===== config.mk =====
export PLATFORM = sky130hd
export DESIGN_NAME = mov_instruction_byte_decoder
export DESIGN_NICKNAME = d
export VERILOG_FILES = /design/src/rtl/core/movdec_pkg.sv /design/src/rtl/core/mov_instruction_byte_decoder.sv /design/src/rtl/core/movdec_front.sv /design/src/rtl/core/movdec_queue.sv /design/src/rtl/core/movdec_back.sv
export SDC_FILE = /design/constraint.sdc
export NUM_CORES = 1
export LEC_CHECK = 0
export BUFFER_PORTS_ARGS = -buffer_cell sky130_fd_sc_hd__buf_2
export CELL_PAD_IN_SITES_DETAIL_PLACEMENT = 0
export CELL_PAD_IN_SITES_GLOBAL_PLACEMENT = 2
export CORE_MARGIN = 8
export CORE_UTILIZATION = 39
export CTS_BUF_LIST = sky130_fd_sc_hd__clkbuf_4 sky130_fd_sc_hd__clkbuf_8
export DETAILED_ROUTE_END_ITERATION = 8
export PLACE_DENSITY = 0.78
export SLEW_MARGIN = 10
export SYNTH_ARGS = -nofsm -noshare
export SYNTH_HDL_FRONTEND = slang
export SYNTH_HIERARCHICAL = 1
export SYNTH_SLANG_ARGS = --single-unit

===== constraint.sdc =====
create_clock -name aclk -period 4.02 [get_ports aclk]
set_input_delay 0.804 -clock aclk [delete_from_list [all_inputs] [get_ports aclk]]
set_output_delay 0.804 -clock aclk [all_outputs]
set_load 0.05 [all_outputs]

===== src/rtl/core/movdec_pkg.sv =====
`timescale 1ns / 1ps
// ----------------------------------------------------------------------------
// movdec_pkg
// Shared types and codes for the MOV byte decoder: opcode tags, ModRM codes,
// operand kinds and the queue entry passed from the front to the back.
// ----------------------------------------------------------------------------
package movdec_pkg;

    // Opcode tags, upper six bits of the first byte
    localparam logic [5:0] REGMEM_TAG = 6'b100010;
    localparam logic [5:0] ACCUM_TAG  = 6'b101000;

    // ModRM codes
    localparam logic [2:0] DIRECT_RM = 3'b110;
    localparam logic [1:0] MOD_NODISP = 2'b00;
    localparam logic [1:0] MOD_DISP8  = 2'b01;
    localparam logic [1:0] MOD_DISP16 = 2'b10;
    localparam logic [1:0] MOD_REG    = 2'b11;

    // Byte counter codes
    localparam logic [2:0] DUE_OPCODE = 3'd0;
    localparam logic [2:0] DUE_ONE    = 3'd1;
    localparam logic [2:0] DUE_TWO    = 3'd2;
    localparam logic [2:0] DUE_MODRM  = 3'd4;

    // Operand kinds on rm_kind
    localparam logic [2:0] KIND_REG    = 3'd0;
    localparam logic [2:0] KIND_DIRECT = 3'd1;
    localparam logic [2:0] KIND_BASED  = 3'd2;
    localparam logic [2:0] KIND_DISP8  = 3'd3;
    localparam logic [2:0] KIND_DISP16 = 3'd4;

    // Entry classes
    localparam logic [1:0] ENT_INVALID = 2'd0;
    localparam logic [1:0] ENT_REGMEM  = 2'd1;
    localparam logic [1:0] ENT_ACCUM   = 2'd2;

    localparam int QUEUE_DEPTH = 2;
    localparam int QPTR_W      = $clog2(QUEUE_DEPTH);
    localparam int QCNT_W      = $clog2(QUEUE_DEPTH + 1);

    typedef struct packed {
        logic [1:0] cls;
        logic [7:0] opcode;
        logic [7:0] modrm;
        logic [7:0] disp_lo;
        logic [7:0] disp_hi;
    } entry_t;

endpackage


===== src/rtl/core/mov_instruction_byte_decoder.sv =====
`timescale 1ns / 1ps
// ----------------------------------------------------------------------------
// mov_instruction_byte_decoder
// Byte-serial decoder for the 8086 MOV r/m<->reg and memory<->accumulator
// forms, one code byte per beat in, one decoded instruction per beat out.
// ----------------------------------------------------------------------------
// One code byte is taken every cycle while the two-entry queue has room; a
// byte is never held up by the decode itself. A result beat is presented once
// its entry, written into the queue at the edge that takes the last byte of
// its instruction, has moved into the output register, which it does when
// that register is empty or being emptied. Results leave at up to one per
// cycle, set by the output register and queue pop. An opcode byte that is neither
// 100010dw nor 101000dw gives a beat with inst_valid low and every other
// field zero. The accumulator forms always consume a 16-bit direct address,
// low byte first. An 8-bit displacement is reported zero extended.
// ----------------------------------------------------------------------------
module mov_instruction_byte_decoder (
    input  logic        aclk,
    input  logic        aresetn,
    input  logic        s_valid,
    output logic        s_ready,
    input  logic [7:0]  s_code_byte,
    output logic        m_valid,
    input  logic        m_ready,
    output logic        m_inst_valid,
    output logic        m_rm_first,
    output logic [3:0]  m_reg_code,
    output logic [2:0]  m_rm_kind,
    output logic [3:0]  m_rm_code,
    output logic [15:0] m_displacement
);

    logic               byte_accept;
    logic               push;
    movdec_pkg::entry_t push_entry;
    logic               has_space;
    logic               head_valid;
    movdec_pkg::entry_t head_entry;
    logic               pop;

    // Room in the queue covers the worst case of a result on this beat.
    assign s_ready     = has_space;
    assign byte_accept = s_valid && s_ready;

    movdec_front u_front (
        .aclk       (aclk),
        .aresetn    (aresetn),
        .byte_accept(byte_accept),
        .code_byte  (s_code_byte),
        .push       (push),
        .push_entry (push_entry)
    );

    movdec_queue u_queue (
        .aclk       (aclk),
        .aresetn    (aresetn),
        .push       (push),
        .push_entry (push_entry),
        .has_space  (has_space),
        .head_valid (head_valid),
        .head_entry (head_entry),
        .pop        (pop)
    );

    movdec_back u_back (
        .aclk           (aclk),
        .aresetn        (aresetn),
        .head_valid     (head_valid),
        .head_entry     (head_entry),
        .pop            (pop),
        .m_valid        (m_valid),
        .m_ready        (m_ready),
        .m_inst_valid   (m_inst_valid),
        .m_rm_first     (m_rm_first),
        .m_reg_code     (m_reg_code),
        .m_rm_kind      (m_rm_kind),
        .m_rm_code      (m_rm_code),
        .m_displacement (m_displacement)
    );

endmodule


===== src/rtl/core/movdec_front.sv =====
`timescale 1ns / 1ps
// ----------------------------------------------------------------------------
// movdec_front
// Byte collector: tracks bytes still due, holds opcode, ModRM and the low
// displacement byte, and pushes one classified entry per finished instruction.
// ----------------------------------------------------------------------------
module movdec_front (
    input  logic                 aclk,
    input  logic                 aresetn,
    input  logic                 byte_accept,
    input  logic [7:0]           code_byte,
    output logic                 push,
    output movdec_pkg::entry_t   push_entry
);

    logic [2:0] bytes_due_reg, bytes_due_next;
    logic [7:0] opcode_reg, opcode_next;
    logic [7:0] modrm_reg, modrm_next;
    logic [7:0] low_reg, low_next;

    always_comb begin
        bytes_due_next = bytes_due_reg;
        opcode_next    = opcode_reg;
        modrm_next     = modrm_reg;
        low_next       = low_reg;
        push           = 1'b0;
        push_entry     = '0;
        if (byte_accept) begin
            case (bytes_due_reg)
                movdec_pkg::DUE_MODRM: begin
                    modrm_next = code_byte;
                    case (code_byte[7:6])
                        movdec_pkg::MOD_NODISP: bytes_due_next =
                            (code_byte[2:0] == movdec_pkg::DIRECT_RM) ?
                            movdec_pkg::DUE_TWO : movdec_pkg::DUE_OPCODE;
                        movdec_pkg::MOD_DISP8:  bytes_due_next = movdec_pkg::DUE_ONE;
                        movdec_pkg::MOD_DISP16: bytes_due_next = movdec_pkg::DUE_TWO;
                        default:                bytes_due_next = movdec_pkg::DUE_OPCODE;
                    endcase
                    if (bytes_due_next == movdec_pkg::DUE_OPCODE) begin
                        push             = 1'b1;
                        push_entry.cls   = movdec_pkg::ENT_REGMEM;
                        push_entry.opcode = opcode_reg;
                        push_entry.modrm = code_byte;
                    end
                end
                movdec_pkg::DUE_TWO: begin
                    low_next       = code_byte;
                    bytes_due_next = movdec_pkg::DUE_ONE;
                end
                movdec_pkg::DUE_ONE: begin
                    bytes_due_next    = movdec_pkg::DUE_OPCODE;
                    push              = 1'b1;
                    push_entry.opcode = opcode_reg;
                    push_entry.modrm  = modrm_reg;
                    if (opcode_reg[7:2] == movdec_pkg::ACCUM_TAG) begin
                        push_entry.cls     = movdec_pkg::ENT_ACCUM;
                        push_entry.disp_lo = low_reg;
                        push_entry.disp_hi = code_byte;
                    end else if (modrm_reg[7:6] == movdec_pkg::MOD_DISP8) begin
                        push_entry.cls     = movdec_pkg::ENT_REGMEM;
                        push_entry.disp_lo = code_byte;
                    end else begin
                        push_entry.cls     = movdec_pkg::ENT_REGMEM;
                        push_entry.disp_lo = low_reg;
                        push_entry.disp_hi = code_byte;
                    end
                end
                default: begin
                    // awaiting an opcode, unused counts land here too
                    bytes_due_next = movdec_pkg::DUE_OPCODE;
                    if (code_byte[7:2] == movdec_pkg::REGMEM_TAG) begin
                        opcode_next    = code_byte;
                        bytes_due_next = movdec_pkg::DUE_MODRM;
                    end else if (code_byte[7:2] == movdec_pkg::ACCUM_TAG) begin
                        opcode_next    = code_byte;
                        bytes_due_next = movdec_pkg::DUE_TWO;
                    end else begin
                        push           = 1'b1;
                        push_entry.cls = movdec_pkg::ENT_INVALID;
                    end
                end
            endcase
        end
    end

    always_ff @(posedge aclk) begin
        if (!aresetn) begin
            bytes_due_reg <= movdec_pkg::DUE_OPCODE;
            opcode_reg    <= '0;
            modrm_reg     <= '0;
            low_reg       <= '0;
        end else begin
            bytes_due_reg <= bytes_due_next;
            opcode_reg    <= opcode_next;
            modrm_reg     <= modrm_next;
            low_reg       <= low_next;
        end
    end

endmodule


===== src/rtl/core/movdec_queue.sv =====
`timescale 1ns / 1ps
// ----------------------------------------------------------------------------
// movdec_queue
// Short register queue between byte collector and result formatter.
// ----------------------------------------------------------------------------
module movdec_queue (
    input  logic                 aclk,
    input  logic                 aresetn,
    input  logic                 push,
    input  movdec_pkg::entry_t   push_entry,
    output logic                 has_space,
    output logic                 head_valid,
    output movdec_pkg::entry_t   head_entry,
    input  logic                 pop
);

    movdec_pkg::entry_t slot_reg [movdec_pkg::QUEUE_DEPTH];
    logic [movdec_pkg::QPTR_W-1:0] wr_ptr_reg, rd_ptr_reg;
    logic [movdec_pkg::QCNT_W-1:0] count_reg;

    assign has_space  = (count_reg != movdec_pkg::QCNT_W'(movdec_pkg::QUEUE_DEPTH));
    assign head_valid = (count_reg != '0);
    assign head_entry = slot_reg[rd_ptr_reg];

    always_ff @(posedge aclk) begin
        if (push) begin
            slot_reg[wr_ptr_reg] <= push_entry;
        end
    end

    always_ff @(posedge aclk) begin
        if (!aresetn) begin
            wr_ptr_reg <= '0;
            rd_ptr_reg <= '0;
            count_reg  <= '0;
        end else begin
            if (push) begin
                wr_ptr_reg <= (wr_ptr_reg == movdec_pkg::QPTR_W'(movdec_pkg::QUEUE_DEPTH - 1))
                              ? '0 : wr_ptr_reg + 1'b1;
            end
            if (pop) begin
                rd_ptr_reg <= (rd_ptr_reg == movdec_pkg::QPTR_W'(movdec_pkg::QUEUE_DEPTH - 1))
                              ? '0 : rd_ptr_reg + 1'b1;
            end
            if (push && !pop) begin
                count_reg <= count_reg + 1'b1;
            end else if (pop && !push) begin
                count_reg <= count_reg - 1'b1;
            end
        end
    end

endmodule


===== src/rtl/core/movdec_back.sv =====
`timescale 1ns / 1ps
// ----------------------------------------------------------------------------
// movdec_back
// Result formatter: turns a queued entry into operand fields and holds them
// in the output register until the beat is taken.
// ----------------------------------------------------------------------------
module movdec_back (
    input  logic                 aclk,
    input  logic                 aresetn,
    input  logic                 head_valid,
    input  movdec_pkg::entry_t   head_entry,
    output logic                 pop,
    output logic                 m_valid,
    input  logic                 m_ready,
    output logic                 m_inst_valid,
    output logic                 m_rm_first,
    output logic [3:0]           m_reg_code,
    output logic [2:0]           m_rm_kind,
    output logic [3:0]           m_rm_code,
    output logic [15:0]          m_displacement
);

    logic        valid_reg;
    logic        inst_valid_next, rm_first_next;
    logic [3:0]  reg_code_next, rm_code_next;
    logic [2:0]  rm_kind_next;
    logic [15:0] disp_next;
    logic        inst_valid_reg, rm_first_reg;
    logic [3:0]  reg_code_reg, rm_code_reg;
    logic [2:0]  rm_kind_reg;
    logic [15:0] disp_reg;

    logic       w_bit, d_bit;
    logic [1:0] mod_f;
    logic [2:0] rm_f;

    assign w_bit = head_entry.opcode[0];
    assign d_bit = head_entry.opcode[1];
    assign mod_f = head_entry.modrm[7:6];
    assign rm_f  = head_entry.modrm[2:0];

    always_comb begin
        inst_valid_next = 1'b0;
        rm_first_next   = 1'b0;
        reg_code_next   = '0;
        rm_kind_next    = movdec_pkg::KIND_REG;
        rm_code_next    = '0;
        disp_next       = '0;
        case (head_entry.cls)
            movdec_pkg::ENT_ACCUM: begin
                inst_valid_next = 1'b1;
                rm_first_next   = d_bit;
                reg_code_next   = {w_bit, 3'b000};
                rm_kind_next    = movdec_pkg::KIND_DIRECT;
                rm_code_next    = {1'b0, movdec_pkg::DIRECT_RM};
                disp_next       = {head_entry.disp_hi, head_entry.disp_lo};
            end
            movdec_pkg::ENT_REGMEM: begin
                inst_valid_next = 1'b1;
                rm_first_next   = ~d_bit;
                reg_code_next   = {w_bit, head_entry.modrm[5:3]};
                rm_code_next    = {1'b0, rm_f};
                case (mod_f)
                    movdec_pkg::MOD_REG: begin
                        rm_kind_next = movdec_pkg::KIND_REG;
                        rm_code_next = {w_bit, rm_f};
                    end
                    movdec_pkg::MOD_NODISP: begin
                        if (rm_f == movdec_pkg::DIRECT_RM) begin
                            rm_kind_next = movdec_pkg::KIND_DIRECT;
                            disp_next    = {head_entry.disp_hi, head_entry.disp_lo};
                        end else begin
                            rm_kind_next = movdec_pkg::KIND_BASED;
                        end
                    end
                    movdec_pkg::MOD_DISP8: begin
                        rm_kind_next = movdec_pkg::KIND_DISP8;
                        disp_next    = {8'h00, head_entry.disp_lo};
                    end
                    default: begin
                        rm_kind_next = movdec_pkg::KIND_DISP16;
                        disp_next    = {head_entry.disp_hi, head_entry.disp_lo};
                    end
                endcase
            end
            default: begin
                // unmatched opcode: all fields stay zero
            end
        endcase
    end

    assign pop = head_valid && (!valid_reg || m_ready);

    always_ff @(posedge aclk) begin
        if (!aresetn) begin
            valid_reg <= 1'b0;
        end else if (pop) begin
            valid_reg <= 1'b1;
        end else if (m_ready) begin
            valid_reg <= 1'b0;
        end
    end

    always_ff @(posedge aclk) begin
        if (pop) begin
            inst_valid_reg <= inst_valid_next;
            rm_first_reg   <= rm_first_next;
            reg_code_reg   <= reg_code_next;
            rm_kind_reg    <= rm_kind_next;
            rm_code_reg    <= rm_code_next;
            disp_reg       <= disp_next;
        end
    end

    assign m_valid        = valid_reg;
    assign m_inst_valid   = inst_valid_reg;
    assign m_rm_first     = rm_first_reg;
    assign m_reg_code     = reg_code_reg;
    assign m_rm_kind      = rm_kind_reg;
    assign m_rm_code      = rm_code_reg;
    assign m_displacement = disp_reg;

endmodule


==> results of run 1 <==
-- worst min-delay path by stage --
stage	to	slack, ns
finish	u_front/opcode_reg[1]	0.46
global route	u_front/opcode_reg[1]	0.48
CTS	u_front/opcode_reg[1]	0.46
detailed placement	u_front/opcode_reg[0]	0.45
global placement	u_front/opcode_reg[7]	0.44
floorplan	u_front/opcode_reg[0]	0.43
-- cells in the final DEF, fill, tap and decap left out, types with 7 or more instances in the layout --
cell type and n:
mux2i_1 10, mux2_1 28, and2_1 25, clkbuf_8 17, and3_1 14, nor2_1 27, nor2b_1 9, a21boi_0 17
inv_1 10, buf_2 42, edfxtp_1 85, nand3_1 7, o21ai_0 7, nand2b_1 7, dfxtp_1 33, nand2_1 40
-- worst max-delay path: cells and delay by family (launching register included) --
kind	cells	cell delay, ns
buffers and inverters	2	0.53
AOI/OAI and AO/OA	2	0.35
and+or+nand+nor	3	0.79
DFF	1	0.54
-- layer usage --
metal | share of wire [%] | GRT usage, % | up-vias
li1 | - | - | 1539
met5 | 0 | 0 | -
met1 | 47 | 15.9 | 1486
met3 | 5.4 | 4.34 | 12
met2 | 46 | 19.7 | 68
met4 | 1.5 | 5.27 | 0
-- per-stage QoR --
step	instance area (um2)	hold slack, ns
after floorplan	5140	0.430
after global placement	5500	0.444
after detailed placement	5500	0.445
after CTS	5900	0.458
after global routing	5900	0.481
final	5900	0.460
-- area by class of cell --
cell class | instances | area (um2)
Fill cell | 1260 | 7130
Sequential cell | 118 | 3210
Multi-Input combinational cell | 253 | 1770
Timing Repair Buffer | 48 | 255
Clock buffer | 19 | 249
Tap cell | 176 | 220
Clock inverter | 12 | 160
Inverter | 11 | 41.3
-- report_power, final --
group | internal (uW) | switching [uW] | total [uW]
registers | 1620 | 61.7 | 1680
logic | 357 | 941 | 1300
clock network | 674 | 430 | 1100
total | 2650 | 1430 | 4080
==> impl_results.md, run 1 <==
- Status: finished, final reports clean
- Setup Fix Bufs, Post-CTS: 0
- Critical path capture point: u_queue/slot_reg[0][7]
- CTS buffer count: 17
- Fraction of layout cells with a size suffix above 1: 19.7%
- Number of cell rows: 42
- Crit path DAT: 2.64 ns
- Crit path time final: 2.55 ns
- Die Span X: 131 um
- Reg2reg end: u_queue/slot_reg[0][7]
- Setup violations, final: 0
- Sinks on Clock Net: 118
- Final period util: 63.4%
- Max-cap violations: 0
- R2r setup slk: 1.47 ns
- Setup WS post-layout: 1.47 ns
- Synthesized area: 0.00514 mm2
- Vias in the first global route: 3025
- Post-CTS Hold Buffers: 0
- Detail Route Antenna Nets: 0
- WL/cell: 15.7 um
- Worst R2R Path Depth: 7
- Worst Clk Skew: 0.00943 ns
- RePlAce Congestion: 0.819
- Hold crit path type: flop to flop
- Initial DRC count: 143
- Setup repair after global routing missed its margin: no
- P per Cell Area: 691 mW/mm2
- GRT Total Usage: 12.7%
- Initial DRT Pass Iterations: 4
- I/O Pins: 43
- Critical-path cell list: or3b_4, nor3_4, buf_4, a31oi_1, a21oi_1, nor2b_2, buf_4
- Leakage: 0.00211 uW
- DR vias: 3105
- Final number of hold-violating endpoints: 0
- Relative slew slack: 52.3%
- Initial Utilization: 39.4%
- IO buf count: 42
- Maximum VDD drop: 0.209 mV
- Synthesis-to-finish area growth: 14.9%
- Most frequent CP cell: buf_4
- Fin nets: 464
- CTS tree: built
- DRC errors left: 0
- Worst path required time: 4.11 ns
- Crit path launch: u_front/bytes_due_reg[2]
- CP Launch Type: flop
- WS Path Type: flop to flop
- Pin count of the biggest net entering global routing: 40
- Post-Layout Cell Count: 637
- Dpl ws: 1.11 ns
- Gr ovfl total: 0
- CTS clk-pin slew, worst paths: 0.06 ns
- Worst setup EP type: flop
- Hold_sp: u_front/opcode_reg[1]
- Pins Over Slew Limit: 0
- Post-Synthesis Cells: 403
- Worst r2r src: u_front/bytes_due_reg[2]
- Slew @ Worst Pin: 0.714 ns
- DIE AREA: 0.0171 mm2
- Area of the core: 0.0130 mm2
- Crit path max-delay cell type: dfxtp_1
- Peak Freq: 392 MHz
- Die span in y: 131 um
- Clock Tree Buf Depth: 2
- Ant diodes: 0
- Clock Latency Late Sink: 0.43 ns
- Global-route wire length before repair: 16000 um
- Total Neg Setup Slack: 0 ns
- Clock root buffer: clkbuf_8
- Max reg flops: 56
- Post-DP HPWL: 7080 um
- Final WL: 10000 um
- Dpl cells: 606
- Final Power: 4080 uW
- Avg Vias per Cell: 4.87
- Yosys warning count: 6
- Resized cells post-CTS: 0
- Largest stage delay on the critical path: 0.54 ns
- Post-synth net total: 418
- Hold path depth: 2
- Initial antenna violation count: 0
- H-tree depth: 4
- Final core utilization: 45.3%
- Synth Area per Inst: 12.7 um2
- CP max FO: 29
Power figures use the tool's default switching activity.
==> run 2, diff against run 1 <==
ABC_AREA = 1   (was unset)
CORE_UTILIZATION = 42   (was 39)
PLACE_DENSITY = 0.83   (was 0.78)
clock period = 2.5 ns   (was 4.02 ns; I/O delays follow)
==> run 2 against run 1 <==
  * Core utilization is 3.4 points higher
  * Highest routed layer unchanged
  * Sequential share of layout area shrank 1.5 points
  * Count of clock-buffer cells in the layout did not move
  * Largest cell class unchanged
  * Design area grew 2.9%
==> impl_results.md, run 2 <==
- Status: finished, final reports clean
- CTS clk-pin slew, worst paths: 0.07 ns
- Vias in the first global route: 3275
- DR vias: 3336
- Sequential Power Share: 38.9%
- Area of the core: 0.0125 mm2
- Crit path DAT: 2.32 ns
- Placed cell area: 0.00567 mm2
- Sinks on Clock Net: 118
- Detail Route Antenna Nets: 0
- Initial DRT Pass Iterations: 5
- Die span in y: 128 um
- Sw Ratio: 37.1%
- Relative slew slack: 58.4%
- Post-DP HPWL: 7300 um
- Final Power: 7090 uW
- Combinational Power Share: 35.6%
- Post-route cell area: 0.00608 mm2
- WL/cell: 14.5 um
- Synthesized area: 0.00528 mm2
- Hold crit path type: input pin to flop
- DR WL met2: 4690 um
- Slew @ Worst Pin: 0.622 ns
- Internal power: 4460 uW
- Max-cap violations: 0
- DIE AREA: 0.0164 mm2
- Hold path depth: 4
- Resized cells post-CTS: 0
- CP max FO: 13
- IO buf count: 42
- Setup Fix Bufs, Post-CTS: 0
- Initial DRC count: 238
- Final number of hold-violating endpoints: 0
- Total Neg Setup Slack: 0 ns
- Setup violations, final: 0
- Post-CTS Hold Buffers: 0
- Top layer in use: met4
- Worst path required time: 2.78 ns
- Gr ovfl total: 0
- GRT Total Usage: 13.6%
- CTS tree: built
- Crit path time final: 2.04 ns
- Setup repair after global routing missed its margin: no
- Global-route wire length before repair: 16900 um
- Fraction of layout cells with a size suffix above 1: 26.6%
- Post-Synthesis Cells: 476
- Avg Vias per Cell: 4.67
- Switching power total: 2630 uW
- Clock Latency Late Sink: 0.43 ns
- Leakage: 0.00238 uW
- Worst setup EP type: flop
- P per Cell Area: 1170 mW/mm2
- Clock root buffer: clkbuf_8
- RePlAce Congestion: 0.832
- Post-synth net total: 491
- Pin count of the biggest net entering global routing: 32
- Commonest non-fill, non-tap cell in the layout: edfxtp_1
- Pins Over Slew Limit: 0
- Final core utilization: 48.7%
- Clock power frac: 25.5%
- CP Launch Type: flop
- H-tree depth: 4
- Met3 Wirelength: 597 um
- Worst Clk Skew: 0.00767 ns
- Die Span X: 128 um
- Ant diodes: 0
- Metal-1 WL: 4750 um
- Synthesis-to-finish area growth: 15.2%
- Final period util: 81.4%
- Peak Freq: 491 MHz
- Number of cell rows: 41
- Most frequent cells in the layout: edfxtp_1, nand2_1, nor2_1
- Yosys warning count: 6
- Final WL: 10300 um
- Fin nets: 545
- Clock Tree Buf Depth: 2
- I/O Pins: 43
- Max reg flops: 56
- DRC errors left: 0
- Initial Utilization: 42.3%
- Initial antenna violation count: 0
- CTS buffer count: 17
- Maximum VDD drop: 0.389 mV
- Synth Area per Inst: 11.1 um2
- Worst R2R Path Depth: 8
- WS Path Type: flop to flop
-- run 2: cell type report --
cell class | instances | area, um2
Clock buffer | 19 | 249
Clock inverter | 12 | 160
Fill cell | 1170 | 6390
Inverter | 61 | 243
Multi-Input combinational cell | 283 | 1710
Sequential cell | 118 | 3210
Tap cell | 172 | 215
Timing Repair Buffer | 49 | 288
-- run 2: final timing paths --
| kind | slack, ns | startpoint | endpoint |
|---|---|---|---|
| min | 0.37 | m_ready | u_back/m_valid |
| max reg2reg | 0.46 | flop | u_back/m_displacement[8] |
| max | 0.46 | flop | u_back/m_displacement[8] |
| min reg2reg | 0.44 | u_front/opcode_reg[2] | u_front/opcode_reg[2] |
-- run 2: stage by stage --
step	std cells	hold WS [ns]	setup slack, ns
floorplan	476	0.417	0.0464
global placement	683	0.426	0.335
detailed placement	683	0.434	0.317
CTS	714	0.332	0.441
global route	714	0.371	0.242
finish	714	0.372	0.464
-- run 2: routing by layer --
metal	up-vias	global-route usage, %
met2	86	20.5
met4	0	7.83
met3	19	4.24
met5	-	0
li1	1715	-
met1	1516	17.0
-- run 2: worst max-delay path: stages, from the launching register on --
cell and delay, ns:
dfxtp_1 0.43, mux2_4 0.33, inv_1 0.06, ha_1 0.23, inv_2 0.19, nand2_1 0.18
nand2_1 0.26, nand2_1 0.08, nor2_1 0.12
-- run 2: power groups by stage --
stage / logic, uW / registers [uW] / clock network, uW
floorplan: 1290 / 3610 / 0
global placement: 2550 / 2790 / 0
detailed placement: 2560 / 2810 / 0
CTS: 2570 / 2760 / 1860
global route: 2730 / 2800 / 1960
finish: 2520 / 2760 / 1810
==> run 3, diff against run 2 <==
ABC_AREA = 0   (was 1)
CORE_UTILIZATION = 39   (was 42)
PLACE_DENSITY = 0.78   (was 0.83)
clock period = 1.7 ns   (was 2.5 ns; I/O delays follow)
==> run 3 against run 2 <==
  * The run now ends with setup timing left
  * Core utilization up 2.6 points
  * Combinational power up 70%
  * Non-clock buffer count up 59
  * Sequential power rose by 45%
  * Wire length is 6.5% higher
  * Via count decreased by 1.3%
  * Sequential share of layout area is 4.7 points lower
  * Clock power grew 45%
  * Power increased by 54%
  * Highest routed layer unchanged
==> impl_results.md, run 3 (synthesis gave the netlist of run 1 again) <==
- Die span in y: 131 um
- Crit path launch: u_front/bytes_due_reg[0]
- Total Neg Setup Slack: -13.56 ns
- Vias in the first global route: 3352
- Fraction of layout cells with a size suffix above 1: 36.8%
- Maximum VDD drop: 0.583 mV
- Setup repair after global routing missed its margin: yes
- Initial Utilization: 39.4%
- Commonest non-fill, non-tap cell in the layout: edfxtp_1
- RePlAce Congestion: 0.801
- Post-CTS Hold Buffers: 0
- DRC errors left: 0
- Final number of hold-violating endpoints: 0
- Failing checks: setup timing
- Worst Clk Skew: 0.0189 ns
- Peak Freq: 492 MHz
- Initial antenna violation count: 0
- Synthesis-to-finish area growth: 30.3%
- Fin nets: 524
- Worst r2r src: u_front/bytes_due_reg[0]
- Max reg flops: 56
- Crit path max-delay cell type: or3b_4
- Leakage: 0.00248 uW
- Final period util: 120%
- Post-route cell area: 0.00670 mm2
- Max-cap violations: 0
- CP max FO: 3
- Pin count of the biggest net entering global routing: 31
- Slew @ Worst Pin: 0.409 ns
- Post-Layout Cell Count: 698
- Detail Route Antenna Nets: 0
- Post-DP HPWL: 7500 um
- Sinks on Clock Net: 118
- DR vias: 3293
- Avg Vias per Cell: 4.72
- Clock Tree Buf Depth: 2
- Most frequent cells in the layout: edfxtp_1, buf_4, buf_2
- Ant diodes: 0
- Critical-path cell list: or3b_4, nor3_4, a31oi_2, a21oi_2, buf_4, ha_4, or3_4, a21boi_2
- CP top delay family: simple AND/OR/NAND/NOR gates
- Dpl cells: 655
- Die Span X: 131 um
- CTS buffer count: 17
- Clock Latency Late Sink: 0.43 ns
- I/O Pins: 43
- Worst path required time: 2.07 ns
- Largest stage delay on the critical path: 0.41 ns
- Setup violations, final: 75
- IO buf count: 42
- Status: complete, but fails checks
- GRT Total Usage: 13.2%
- Clock root buffer: clkbuf_8
- Gr ovfl total: 0
- Worst setup EP type: flop
- Setup WS post-layout: -0.332 ns
- Hold_sp: m_ready
- Crit path time final: 2.03 ns
- CTS clk-pin slew, worst paths: 0.08 ns
- H-tree depth: 4
- Final WL: 11000 um
- Relative slew slack: 72.7%
- Initial DRT Pass Iterations: 4
- Initial DRC count: 186
- P per Cell Area: 1630 mW/mm2
- Pins Over Slew Limit: 0
- Crit path DAT: 2.40 ns
- Placed cell area: 0.00599 mm2
- WL/cell: 15.8 um
- CP Launch Type: flop
- Area of the core: 0.0130 mm2
- Hold crit path type: input pin to flop
- CTS tree: built
- WS Path Type: flop to flop
- Global-route wire length before repair: 17000 um
- Bufs and invs on worst path: 1
- Number of cell rows: 42
- Min Hold Slack: 0.241 ns
- Final core utilization: 51.4%
- DIE AREA: 0.0171 mm2
==> run 3: changes by cell type in the layout (fill, tap and decap cells not counted), sizes merged, moves of 14 or more <==
cell / delta
nor2: -32
nand3: -19
a21oi: -34
and2: +26
nand2: -41
nor3: -14
a21boi: +16
and3: +14
inv: -46
buf: +57
==> run 3: timing repair <==
| item | 4_1_cts | 5_1_grt |
|---|---|---|
| gates cloned | 0 | 3 |
| resized for setup | 18 | 23 |
| buffers inserted | 3 | 5 |
| hold endpoints to repair | 0 | 0 |
| endpoints found under the setup margin | 79 | 99 |
| pin swaps | 9 | 13 |
==> run 3: metrics by stage <==
stage	total power (uW)	setup slack, ns
global route	11400	-0.400
global placement	7760	-0.396
detailed placement	7810	-0.505
floorplan	6730	-0.503
CTS	10700	-0.334
finish	10900	-0.332
==> run 3: worst paths after layout <==
path / end / slack, ns / cells past startpoint
setup / recovery: u_queue/count_reg[1] / -0.33 / 8
hold / removal: u_back/m_valid / 0.24 / 3
hold reg to reg: u_front/opcode_reg[0] / 0.46 / 2
setup reg to reg: u_queue/count_reg[1] / -0.33 / 8
==> run 3: where the power goes <==
part | switching (uW) | internal, uW
combinational | 2570 | 1730
sequential | 167 | 3830
clock | 1170 | 1450
==> run 3: area by class of cell <==
class,instances,area [um2]
clock buffer,17,234
clock inverter,15,180
multi-input combinational,253,1930
fill,1151,6340
timing repair buffer,108,860
tap,176,220
inverter,11,46.3
sequential,118,3220
==> run 3: metal layers <==
metal	global-route usage (%)	wire, um	up-vias
li1	-	-	1660
met3	3.94	504	11
met2	22.7	5570	61
met1	15.0	4810	1561
met4	5.33	123	0
met5	0	0	-
==> run 3: worst reg2reg max path: stages, from the launching register on <==
cell and delay [ns]:
dfxtp_2 0.33, or3b_4 0.41, nor3_4 0.15, a31oi_2 0.06, a21oi_2 0.17, buf_4 0.15, ha_4 0.20, or3_4 0.37
a21boi_2 0.14
